===== config.mk =====
export PLATFORM = sky130hd
export DESIGN_NAME = relu_softmax_activation_flat
export DESIGN_NICKNAME = d
export VERILOG_FILES = /design/src/sv/rsa_pkg.sv /design/src/sv/rsa_in_if.sv /design/src/sv/rsa_out_if.sv /design/src/sv/rsa_exp.sv /design/src/sv/rsa_div.sv /design/src/sv/rsa_datapath.sv /design/src/sv/rsa_ctrl.sv /design/src/sv/relu_softmax_activation.sv /design/src/flat_wrapper.sv
export SDC_FILE = /design/constraint.sdc
export NUM_CORES = 2
export LEC_CHECK = 0
export ABC_AREA = 1
export BUFFER_PORTS_ARGS = -buffer_cell sky130_fd_sc_hd__buf_2
export CAP_MARGIN = 15
export CORE_MARGIN = 4
export CORE_UTILIZATION = 45
export CTS_CLUSTER_SIZE = 24
export DETAILED_ROUTE_END_ITERATION = 7
export PLACE_DENSITY = 0.61
export SLEW_MARGIN = 10
export SYNTH_ARGS = -nofsm -noshare
export SYNTH_HDL_FRONTEND = slang
export SYNTH_SLANG_ARGS = --single-unit

===== constraint.sdc =====
create_clock -name clk_i -period 8.75 [get_ports clk_i]
set_input_delay 0.4375 -clock clk_i [delete_from_list [all_inputs] [get_ports clk_i]]
set_output_delay 0.4375 -clock clk_i [all_outputs]
set_load 0.01 [all_outputs]

===== src/sv/rsa_pkg.sv =====
// shared constants, types and tables for the relu/softmax activation block
`timescale 1ns / 1ps

package rsa_pkg;

  localparam int MaxElements = 64;
  localparam int CntW        = $clog2(MaxElements + 1);
  localparam int IdxW        = (MaxElements > 1) ? $clog2(MaxElements) : 1;
  localparam int ExpW        = 28;
  localparam int SumW        = ExpW + CntW - 1;
  localparam int NumW        = ExpW + 16;
  localparam int QuoW        = NumW;

  localparam logic MODE_RELU    = 1'b0;
  localparam logic MODE_SOFTMAX = 1'b1;

  // commands from controller to datapath
  typedef struct packed {
    logic store;      // write exponential of the request at count
    logic drop;       // set dropped flag
    logic rd_start;   // read store entry and start divide
    logic clear;      // end of vector
  } rsa_cmd_t;

  // status from datapath to controller
  typedef struct packed {
    logic             full;
    logic [CntW-1:0]  count;
    logic             div_done;
  } rsa_sts_t;

  function automatic logic [26:0] int_exp(input logic [3:0] k);
    logic [26:0] r;
    case (k)
      4'd0:    r = 27'd22;
      4'd1:    r = 27'd60;
      4'd2:    r = 27'd162;
      4'd3:    r = 27'd442;
      4'd4:    r = 27'd1200;
      4'd5:    r = 27'd3263;
      4'd6:    r = 27'd8869;
      4'd7:    r = 27'd24109;
      4'd8:    r = 27'd65536;
      4'd9:    r = 27'd178145;
      4'd10:   r = 27'd484250;
      4'd11:   r = 27'd1316326;
      4'd12:   r = 27'd3578144;
      4'd13:   r = 27'd9726405;
      4'd14:   r = 27'd26439109;
      4'd15:   r = 27'd71868951;
      default: r = 27'd0;
    endcase
    return r;
  endfunction

  function automatic logic [17:0] frac_exp(input logic [4:0] i);
    logic [17:0] r;
    case (i)
      5'd0:    r = 18'd65536;
      5'd1:    r = 18'd69763;
      5'd2:    r = 18'd74262;
      5'd3:    r = 18'd79052;
      5'd4:    r = 18'd84150;
      5'd5:    r = 18'd89577;
      5'd6:    r = 18'd95354;
      5'd7:    r = 18'd101504;
      5'd8:    r = 18'd108051;
      5'd9:    r = 18'd115019;
      5'd10:   r = 18'd122437;
      5'd11:   r = 18'd130334;
      5'd12:   r = 18'd138740;
      5'd13:   r = 18'd147688;
      5'd14:   r = 18'd157213;
      5'd15:   r = 18'd167352;
      5'd16:   r = 18'd178145;
      default: r = 18'd0;
    endcase
    return r;
  endfunction

endpackage


===== src/sv/rsa_in_if.sv =====
// input request channel: element value and last marker
`timescale 1ns / 1ps

interface rsa_in_if;
  logic               valid;
  logic               ready;
  logic signed [15:0] value;
  logic               last;

  modport source (output valid, value, last, input ready);
  modport sink   (input valid, value, last, output ready);
endinterface


===== src/sv/rsa_out_if.sv =====
// output request channel: result, last marker and overflow flag
`timescale 1ns / 1ps

interface rsa_out_if;
  logic        valid;
  logic        ready;
  logic [15:0] result;
  logic        last_out;
  logic        overflow;

  modport source (output valid, result, last_out, overflow, input ready);
  modport sink   (input valid, result, last_out, overflow, output ready);
endinterface


===== src/sv/rsa_exp.sv =====
// two-stage fixed-point exponential: interpolation, then scaling by exp(k - 8)
`timescale 1ns / 1ps

module rsa_exp (
  input  logic                 clk_i,
  input  logic [15:0]          value_i,
  output logic [rsa_pkg::ExpW-1:0] exp_o
);
  import rsa_pkg::*;

  logic [15:0] u;
  logic [17:0] lo, hi, diff;
  logic [25:0] prod_w;
  logic [17:0] fr_d, fr_q;
  logic [3:0]  k_q;
  logic [44:0] p;

  // offset to unsigned code, interpolate fraction
  always_comb begin
    u      = value_i + 16'h8000;
    lo     = frac_exp({1'b0, u[11:8]});
    hi     = frac_exp({1'b0, u[11:8]} + 5'd1);
    diff   = hi - lo;
    prod_w = diff * {18'd0, u[7:0]};
    fr_d   = lo + 18'((prod_w + 26'd128) >> 8);
  end

  always_ff @(posedge clk_i) begin
    fr_q <= fr_d;
    k_q  <= u[15:12];
  end

  // scale by integer exponential, round half up
  always_comb begin
    p     = int_exp(k_q) * fr_q + 45'd32768;
    exp_o = p[16 +: ExpW];
  end

endmodule


===== src/sv/rsa_div.sv =====
// restoring divider, one quotient bit per cycle
`timescale 1ns / 1ps

module rsa_div (
  input  logic                     clk_i,
  input  logic                     rst_ni,
  input  logic                     start_i,
  input  logic [rsa_pkg::NumW-1:0] num_i,
  input  logic [rsa_pkg::SumW-1:0] den_i,
  output logic                     done_o,
  output logic [15:0]              quo_o
);
  import rsa_pkg::*;

  localparam int StepW = $clog2(NumW + 1);

  logic [NumW-1:0]  quo_q, quo_d;
  logic [SumW:0]    rem_q, rem_d;
  logic [SumW-1:0]  den_q;
  logic [StepW-1:0] step_q, step_d;
  logic             busy_q, busy_d, done_q, done_d;
  logic [SumW+1:0]  trial;

  // shift in next numerator bit, subtract when it fits
  always_comb begin
    quo_d  = quo_q;
    rem_d  = rem_q;
    step_d = step_q;
    busy_d = busy_q;
    done_d = 1'b0;
    trial  = '0;
    if (start_i) begin
      quo_d  = num_i;
      rem_d  = '0;
      step_d = StepW'(NumW);
      busy_d = 1'b1;
    end else if (busy_q) begin
      trial = {rem_q, quo_q[NumW-1]};
      if (trial >= {2'b0, den_q}) begin
        trial = trial - {2'b0, den_q};
        quo_d = {quo_q[NumW-2:0], 1'b1};
      end else begin
        quo_d = {quo_q[NumW-2:0], 1'b0};
      end
      rem_d  = trial[SumW:0];
      step_d = step_q - 1'b1;
      if (step_q == StepW'(1)) begin
        busy_d = 1'b0;
        done_d = 1'b1;
      end
    end
  end

  always_ff @(posedge clk_i or negedge rst_ni) begin
    if (!rst_ni) begin
      busy_q <= 1'b0;
      done_q <= 1'b0;
      step_q <= '0;
    end else begin
      busy_q <= busy_d;
      done_q <= done_d;
      step_q <= step_d;
    end
  end

  always_ff @(posedge clk_i) begin
    quo_q <= quo_d;
    rem_q <= rem_d;
    if (start_i) den_q <= den_i;
  end

  // saturate to sixteen bits
  assign done_o = done_q;
  assign quo_o  = (|quo_q[NumW-1:16]) ? 16'hFFFF : quo_q[15:0];

endmodule


===== src/sv/rsa_datapath.sv =====
// softmax datapath: exponential store, sum, count, flag and divider
`timescale 1ns / 1ps

module rsa_datapath (
  input  logic                  clk_i,
  input  logic                  rst_ni,
  input  logic [15:0]           value_i,
  input  rsa_pkg::rsa_cmd_t     cmd_i,
  input  logic [rsa_pkg::IdxW-1:0] rd_idx_i,
  output rsa_pkg::rsa_sts_t     sts_o,
  output logic [15:0]           prob_o,
  output logic                  dropped_o
);
  import rsa_pkg::*;

  logic [ExpW-1:0] exp_store [MaxElements];
  logic [ExpW-1:0] exp_w, rd_q;
  logic [SumW-1:0] sum_q;
  logic [CntW-1:0] cnt_q;
  logic            drop_q;
  logic            rd_go_q;
  logic            div_done;

  rsa_exp u_exp (.clk_i(clk_i), .value_i(value_i), .exp_o(exp_w));

  // store write and registered read
  always_ff @(posedge clk_i) begin
    if (cmd_i.store) exp_store[cnt_q[IdxW-1:0]] <= exp_w;
    rd_q <= exp_store[rd_idx_i];
  end

  // sum, count and drop flag
  always_ff @(posedge clk_i or negedge rst_ni) begin
    if (!rst_ni) begin
      sum_q   <= '0;
      cnt_q   <= '0;
      drop_q  <= 1'b0;
      rd_go_q <= 1'b0;
    end else begin
      rd_go_q <= cmd_i.rd_start;
      if (cmd_i.clear) begin
        sum_q  <= '0;
        cnt_q  <= '0;
        drop_q <= 1'b0;
      end else begin
        if (cmd_i.store) begin
          sum_q <= sum_q + SumW'(exp_w);
          cnt_q <= cnt_q + 1'b1;
        end
        if (cmd_i.drop) drop_q <= 1'b1;
      end
    end
  end

  rsa_div u_div (
    .clk_i   (clk_i),
    .rst_ni  (rst_ni),
    .start_i (rd_go_q),
    .num_i   ({rd_q, 16'd0} + NumW'(sum_q >> 1)),
    .den_i   (sum_q),
    .done_o  (div_done),
    .quo_o   (prob_o)
  );

  assign sts_o.full     = (cnt_q == CntW'(MaxElements));
  assign sts_o.count    = cnt_q;
  assign sts_o.div_done = div_done;
  assign dropped_o      = drop_q;

endmodule


===== src/sv/rsa_ctrl.sv =====
// controller: request intake, ReLU result, exponential wait, per-element divide and emit
`timescale 1ns / 1ps

module rsa_ctrl (
  input  logic                     clk_i,
  input  logic                     rst_ni,
  input  logic                     mode_i,
  rsa_in_if.sink                   in_if,
  rsa_out_if.source                out_if,
  input  rsa_pkg::rsa_sts_t        sts_i,
  input  logic [15:0]              prob_i,
  input  logic                     dropped_i,
  output rsa_pkg::rsa_cmd_t        cmd_o,
  output logic [rsa_pkg::IdxW-1:0] rd_idx_o,
  output logic [15:0]              value_o
);
  import rsa_pkg::*;

  typedef enum logic [2:0] {
    S_IDLE, S_EXP, S_RD, S_DIV, S_OUT
  } state_e;

  state_e          state_q;
  logic            last_q;
  logic [CntW-1:0] j_q;
  logic            ovalid_q, olast_q, oflow_q;
  logic [15:0]     ores_q;
  logic            take;

  assign in_if.ready = (state_q == S_IDLE) && !ovalid_q;
  assign take        = in_if.valid && in_if.ready;
  // exponential first stage runs on the request as it is offered
  assign value_o     = in_if.value;
  assign rd_idx_o    = j_q[IdxW-1:0];

  // command decode
  always_comb begin
    cmd_o          = '0;
    cmd_o.store    = (state_q == S_EXP) && !sts_i.full;
    cmd_o.drop     = (state_q == S_EXP) && sts_i.full;
    cmd_o.rd_start = (state_q == S_RD);
    cmd_o.clear    = (state_q == S_OUT);
  end

  always_ff @(posedge clk_i or negedge rst_ni) begin
    if (!rst_ni) begin
      state_q  <= S_IDLE;
      ovalid_q <= 1'b0;
      j_q      <= '0;
      last_q   <= 1'b0;
      ores_q   <= '0;
      olast_q  <= 1'b0;
      oflow_q  <= 1'b0;
    end else begin
      if (out_if.valid && out_if.ready) ovalid_q <= 1'b0;
      case (state_q)
        S_IDLE: begin
          if (take) begin
            last_q <= in_if.last;
            if (mode_i == MODE_RELU) begin
              ovalid_q <= 1'b1;
              ores_q   <= in_if.value[15] ? 16'd0 : in_if.value;
              olast_q  <= in_if.last;
              oflow_q  <= 1'b0;
            end else begin
              state_q <= S_EXP;
            end
          end
        end
        S_EXP: begin
          j_q <= '0;
          // a last element always leaves at least one stored entry
          if (!last_q) begin
            state_q <= S_IDLE;
          end else begin
            state_q <= S_RD;
          end
        end
        S_RD: begin
          if (!ovalid_q || (out_if.valid && out_if.ready)) state_q <= S_DIV;
          else state_q <= S_RD;
        end
        S_DIV: begin
          if (sts_i.div_done) begin
            ovalid_q <= 1'b1;
            ores_q   <= prob_i;
            olast_q  <= (j_q + 1'b1 == sts_i.count);
            oflow_q  <= dropped_i;
            j_q      <= j_q + 1'b1;
            if (j_q + 1'b1 == sts_i.count) state_q <= S_OUT;
            else state_q <= S_RD;
          end
        end
        S_OUT: begin
          state_q <= S_IDLE;
        end
        default: state_q <= S_IDLE;
      endcase
    end
  end

  assign out_if.valid    = ovalid_q;
  assign out_if.result   = ores_q;
  assign out_if.last_out = olast_q;
  assign out_if.overflow = oflow_q;

endmodule


===== src/sv/relu_softmax_activation.sv =====
// ReLU: result registered the next cycle after intake; no new request is taken
// while a result waits. softmax element: intake, then the exponential stage; after
// the last element each probability is divided by the bit-serial divider, then sent.
// store has no reset; count, sum, drop flag and mode reset to zero asynchronously.
// the store is read every cycle; only entries written during the current vector reach the divider.
`timescale 1ns / 1ps

module relu_softmax_activation (
  input  logic      clk_i,
  input  logic      rst_ni,
  input  logic      cfg_we_i,
  input  logic      cfg_wdata_i,
  rsa_in_if.sink    in_if,
  rsa_out_if.source out_if
);
  import rsa_pkg::*;

  logic            mode_q;
  rsa_cmd_t        cmd;
  rsa_sts_t        sts;
  logic [15:0]     prob, value;
  logic            dropped;
  logic [IdxW-1:0] rd_idx;

  // mode register
  always_ff @(posedge clk_i or negedge rst_ni) begin
    if (!rst_ni) mode_q <= MODE_RELU;
    else if (cfg_we_i) mode_q <= cfg_wdata_i;
  end

  rsa_ctrl u_ctrl (
    .clk_i     (clk_i),
    .rst_ni    (rst_ni),
    .mode_i    (mode_q),
    .in_if     (in_if),
    .out_if    (out_if),
    .sts_i     (sts),
    .prob_i    (prob),
    .dropped_i (dropped),
    .cmd_o     (cmd),
    .rd_idx_o  (rd_idx),
    .value_o   (value)
  );

  rsa_datapath u_dp (
    .clk_i     (clk_i),
    .rst_ni    (rst_ni),
    .value_i   (value),
    .cmd_i     (cmd),
    .rd_idx_i  (rd_idx),
    .sts_o     (sts),
    .prob_o    (prob),
    .dropped_o (dropped)
  );

endmodule


===== src/flat_wrapper.sv =====
// flat-port wrapper written by rule: the top's interface ports become plain ports
module relu_softmax_activation_flat import rsa_pkg::*;
  (clk_i, rst_ni, cfg_we_i, cfg_wdata_i, in_if_valid, in_if_value, in_if_last, in_if_ready, out_if_valid, out_if_result, out_if_last_out, out_if_overflow, out_if_ready);
  rsa_in_if in_if_i ();
  rsa_out_if out_if_i ();
  input  logic clk_i;
  input  logic rst_ni;
  input  logic cfg_we_i;
  input  logic cfg_wdata_i;
  input wire logic [$bits(in_if_i.valid)-1:0] in_if_valid;
  input wire logic [$bits(in_if_i.value)-1:0] in_if_value;
  input wire logic [$bits(in_if_i.last)-1:0] in_if_last;
  output wire logic [$bits(in_if_i.ready)-1:0] in_if_ready;
  output wire logic [$bits(out_if_i.valid)-1:0] out_if_valid;
  output wire logic [$bits(out_if_i.result)-1:0] out_if_result;
  output wire logic [$bits(out_if_i.last_out)-1:0] out_if_last_out;
  output wire logic [$bits(out_if_i.overflow)-1:0] out_if_overflow;
  input wire logic [$bits(out_if_i.ready)-1:0] out_if_ready;
  assign in_if_i.valid = in_if_valid;
  assign in_if_i.value = in_if_value;
  assign in_if_i.last = in_if_last;
  assign in_if_ready = in_if_i.ready;
  assign out_if_valid = out_if_i.valid;
  assign out_if_result = out_if_i.result;
  assign out_if_last_out = out_if_i.last_out;
  assign out_if_overflow = out_if_i.overflow;
  assign out_if_i.ready = out_if_ready;
  relu_softmax_activation u_core (.clk_i(clk_i), .rst_ni(rst_ni), .cfg_we_i(cfg_we_i), .cfg_wdata_i(cfg_wdata_i), .in_if(in_if_i), .out_if(out_if_i));
endmodule

==> results.toml <==
[sta]
fin_setup_tns_ns = 0
fin_crit_sh_pct = 93.5
slew-limit-headroom_pct = 23.2
fin_worst_skew_ns = 0.0743
max_freq_mhz = 122
finalSetupViolations = 0
rsz0062_at_grt = "false"
fin_crit_ns = 8.18
finalHoldViolations = 0
tightest_slew_ns = 1.15
final-max-slew-violation-count = 0

[cells_and_area]
final_cell_count_no_fill = 13700
final_nets = 11200
drive_gt1_share_pct = 8.13
final_cell_mix = "edfxtp_1 (1,870), nand2_1 (1,469), nor2_1 (1,322), inv_1 (1,204), o21ai_0 (1,077)"
layout_commonest_cell = "edfxtp_1"
area_delta_synth_final_pct = 10.9

[floorplan]
die_w_um = 500
ios = 43
die_y_um = 500
initial_core_util_pct = 45.2
rows = 180
die_area_um2 = 250000
core_um2 = 241000

[logic_synthesis]
synth_area_leaders = "edfxtp_1 (52%), fa_1 (8.9%), nand2_1 (5.1%)"
syn_area_per_cell_um2 = 10.5
ys_ff_latch = 2057
synth_cell_type_count = 70
synthArstFlopShare_pct = 3.99
yosysTopAreaCell = "edfxtp_1"
netlist_area_um2 = 109000
syn_inst = 10300
synth_edf_count = 1870
ys_dominant_reg_cell = "edfxtp_1"
netlist.area_leader.share_pct = 51.6
synth_warnings = 0
synthesis.nets = 11200
yosysSeqAreaShare_pct = 55.4

[setup_path]
critical-path-slowest-cell = "dfxtp_1"
critPathTopFamily = "adder cells"
end_kind = "flop"
critPathKind = "flop to flop"
cp.arrival_ns = 8.91
cp-start-kind = "flop"
path_buf_inv = 6
cp_max_fo = 18
crit_required_ns = 9.48
slowest_delay_ns = 0.91

[clocking]
postCtsSetupBuffers = 0
cts_tree = "done"
root_buffer = "clkbuf_16"
numCtsBuffers = 199
cts_max_level = 4
numClockSinks = 2057
clk_latency_ns = 0.85
path_clk_slew_ns = 0.09
cts_max_path_buffers = 3

[global_routing]
grt_pass1_wl_um = 492000
grt_max_degree = 208
grtUsageTotal_pct = 25.9
grt_overflow_total = 0
grt_pass1_vias = 77700
antenna_found_initial = 14

[drt]
drtIter0Drc = 7764
first_pass_iters = 6
wl_um = 328000
ant_nets = 0
vias = 78700
wl_per_cell_um = 23.9
drcViolationCount = 0
via_per_inst = 5.73

[run_status]
status = "completed"

[placement]
place_congestion = 0.925
dpl.hpwl_um = 206000
placed_cells = 13400
portBuffers = 42

[hold_path]
hold_class = "input pin to flop"

[flow_run]
drv_cap = 0
[layout make-up]
| class | count | area, um^2 |
|---|---|---|
| multi-input combinational | 6489 | 42000 |
| timing repair buffer | 408 | 3200 |
| antenna | 7 | 17.5 |
| sequential | 2057 | 60300 |
| clock inverter | 99 | 948 |
| fill | 21500 | 120000 |
| clock buffer | 263 | 5500 |
| tap | 3185 | 3990 |
| inverter | 1228 | 4650 |
[logic make-up after synthesis]
| logic type | Yosys count | share of synthesized area (%) |
|---|---|---|
| mux | 2 | 0.0196 |
| compound gates | 2120 | 11.6 |
| simple gates | 3456 | 12.9 |
| xor+xnor | 94 | 0.776 |
| fa+ha+maj | 817 | 12.7 |
| buf+inv | 1767 | 6.60 |
| flops | 2057 | 55.4 |
[repair_timing]
action	in CTS	in global routing
gates resized for setup	0	1
hold buffers	6	0
setup endpoints to repair	0	1
endpoints found under the hold margin	42	0
[path summary, 6_finish.rpt]
path                                              from                           to  depth (start not counted)  slack (ns)
min in group asynchronous                       rst_ni        u_core.u_dp.sum_q[24]                          2        0.19
min reg2reg                u_core.u_dp.u_div.rem_q[34]  u_core.u_dp.u_div.rem_q[34]                          2        0.46
min                                    in_if_value[12]                         flop                          2        0.04
max in group asynchronous                       rst_ni          u_core.u_dp.rd_go_q                          3        7.41
max reg2reg                                       flop        u_core.u_dp.sum_q[30]                         28        0.57
max                                               flop        u_core.u_dp.sum_q[30]                         28        0.57
[metal layers]
metal  part of all wire, %  GRT usage, %  vias to the layer above
li1                      -             -                    35600
met1                    42          35.5                    39400
met2                    46          41.4                     3184
met3                   7.1          3.65                      562
met4                   5.0          11.5                        4
met5                0.0082             0                        -
[per-stage QoR]
stage          utilization (%)  cell area (um^2)  setup WS [ns]  hold slack (ns)
2_1_floorplan                -            109000         0.0181            0.142
3_3_place_gp              47.4            114000          0.109            0.442
3_5_place_dp              47.4            114000          0.122            0.446
4_1_cts                   50.1            121000          0.611          0.00231
5_1_grt                   50.1            121000         0.0312           0.0464
6_report                  50.2            121000          0.570           0.0446
[worst reg2reg max path: cells and delay by family (launching register included)]
family / cells / cell delay [ns]
adders and majority gates: 8 / 3.90
AOI/OAI and AO/OA: 6 / 1.59
and+or+nand+nor: 7 / 1.10
DFF: 1 / 0.91
buffers and inverters: 6 / 0.33
xor gates and xnor gates: 1 / 0.28
[sequential cells by signal (all words and copies together), names as in the netlist, 3 cells and up, named ones only]
register	cells
u_core.u_dp.exp_store	1792
u_core.u_dp.cnt_q	7
u_core.u_ctrl.j_q	7
u_core.u_dp.u_div.rem_q	35
u_core.u_ctrl.out_if.result	16
u_core.u_dp.u_div.quo_q	44
u_core.u_dp.rd_q	28
u_core.u_dp.u_exp.fr_q	18
u_core.u_ctrl.state_q	3
u_core.u_dp.u_div.step_q	6
u_core.u_dp.u_div.den_q	34
u_core.u_dp.sum_q	34
[synth_stat cells, types with 8 or more instances]
library cell and instances:
edfxtp_1 1870, nand2_1 1484, nor2_1 1380, inv_1 1207
o21ai_0 1077, fa_1 482, nand3_1 414, clkbuf_1 368
ha_1 335, o211ai_1 240, o22ai_1 235, a21oi_1 225
o221ai_1 220, dfxtp_1 105, buf_2 83, dfrtp_1 82
xor2_1 53, buf_6 52, nor3_1 39, xnor2_1 39
nand4_1 36, nand3b_1 32, o21ai_1 26, buf_1 25
a21o_1 23, nor4_1 19, a31oi_1 17, inv_2 14
or2_2 14, nor2_2 12, o21a_1 12, o21bai_1 12
buf_4 8
Power is left out: the tool's default activity adds up to more than one toggle a clock period on the data nets, which glitch-free logic cannot reach.
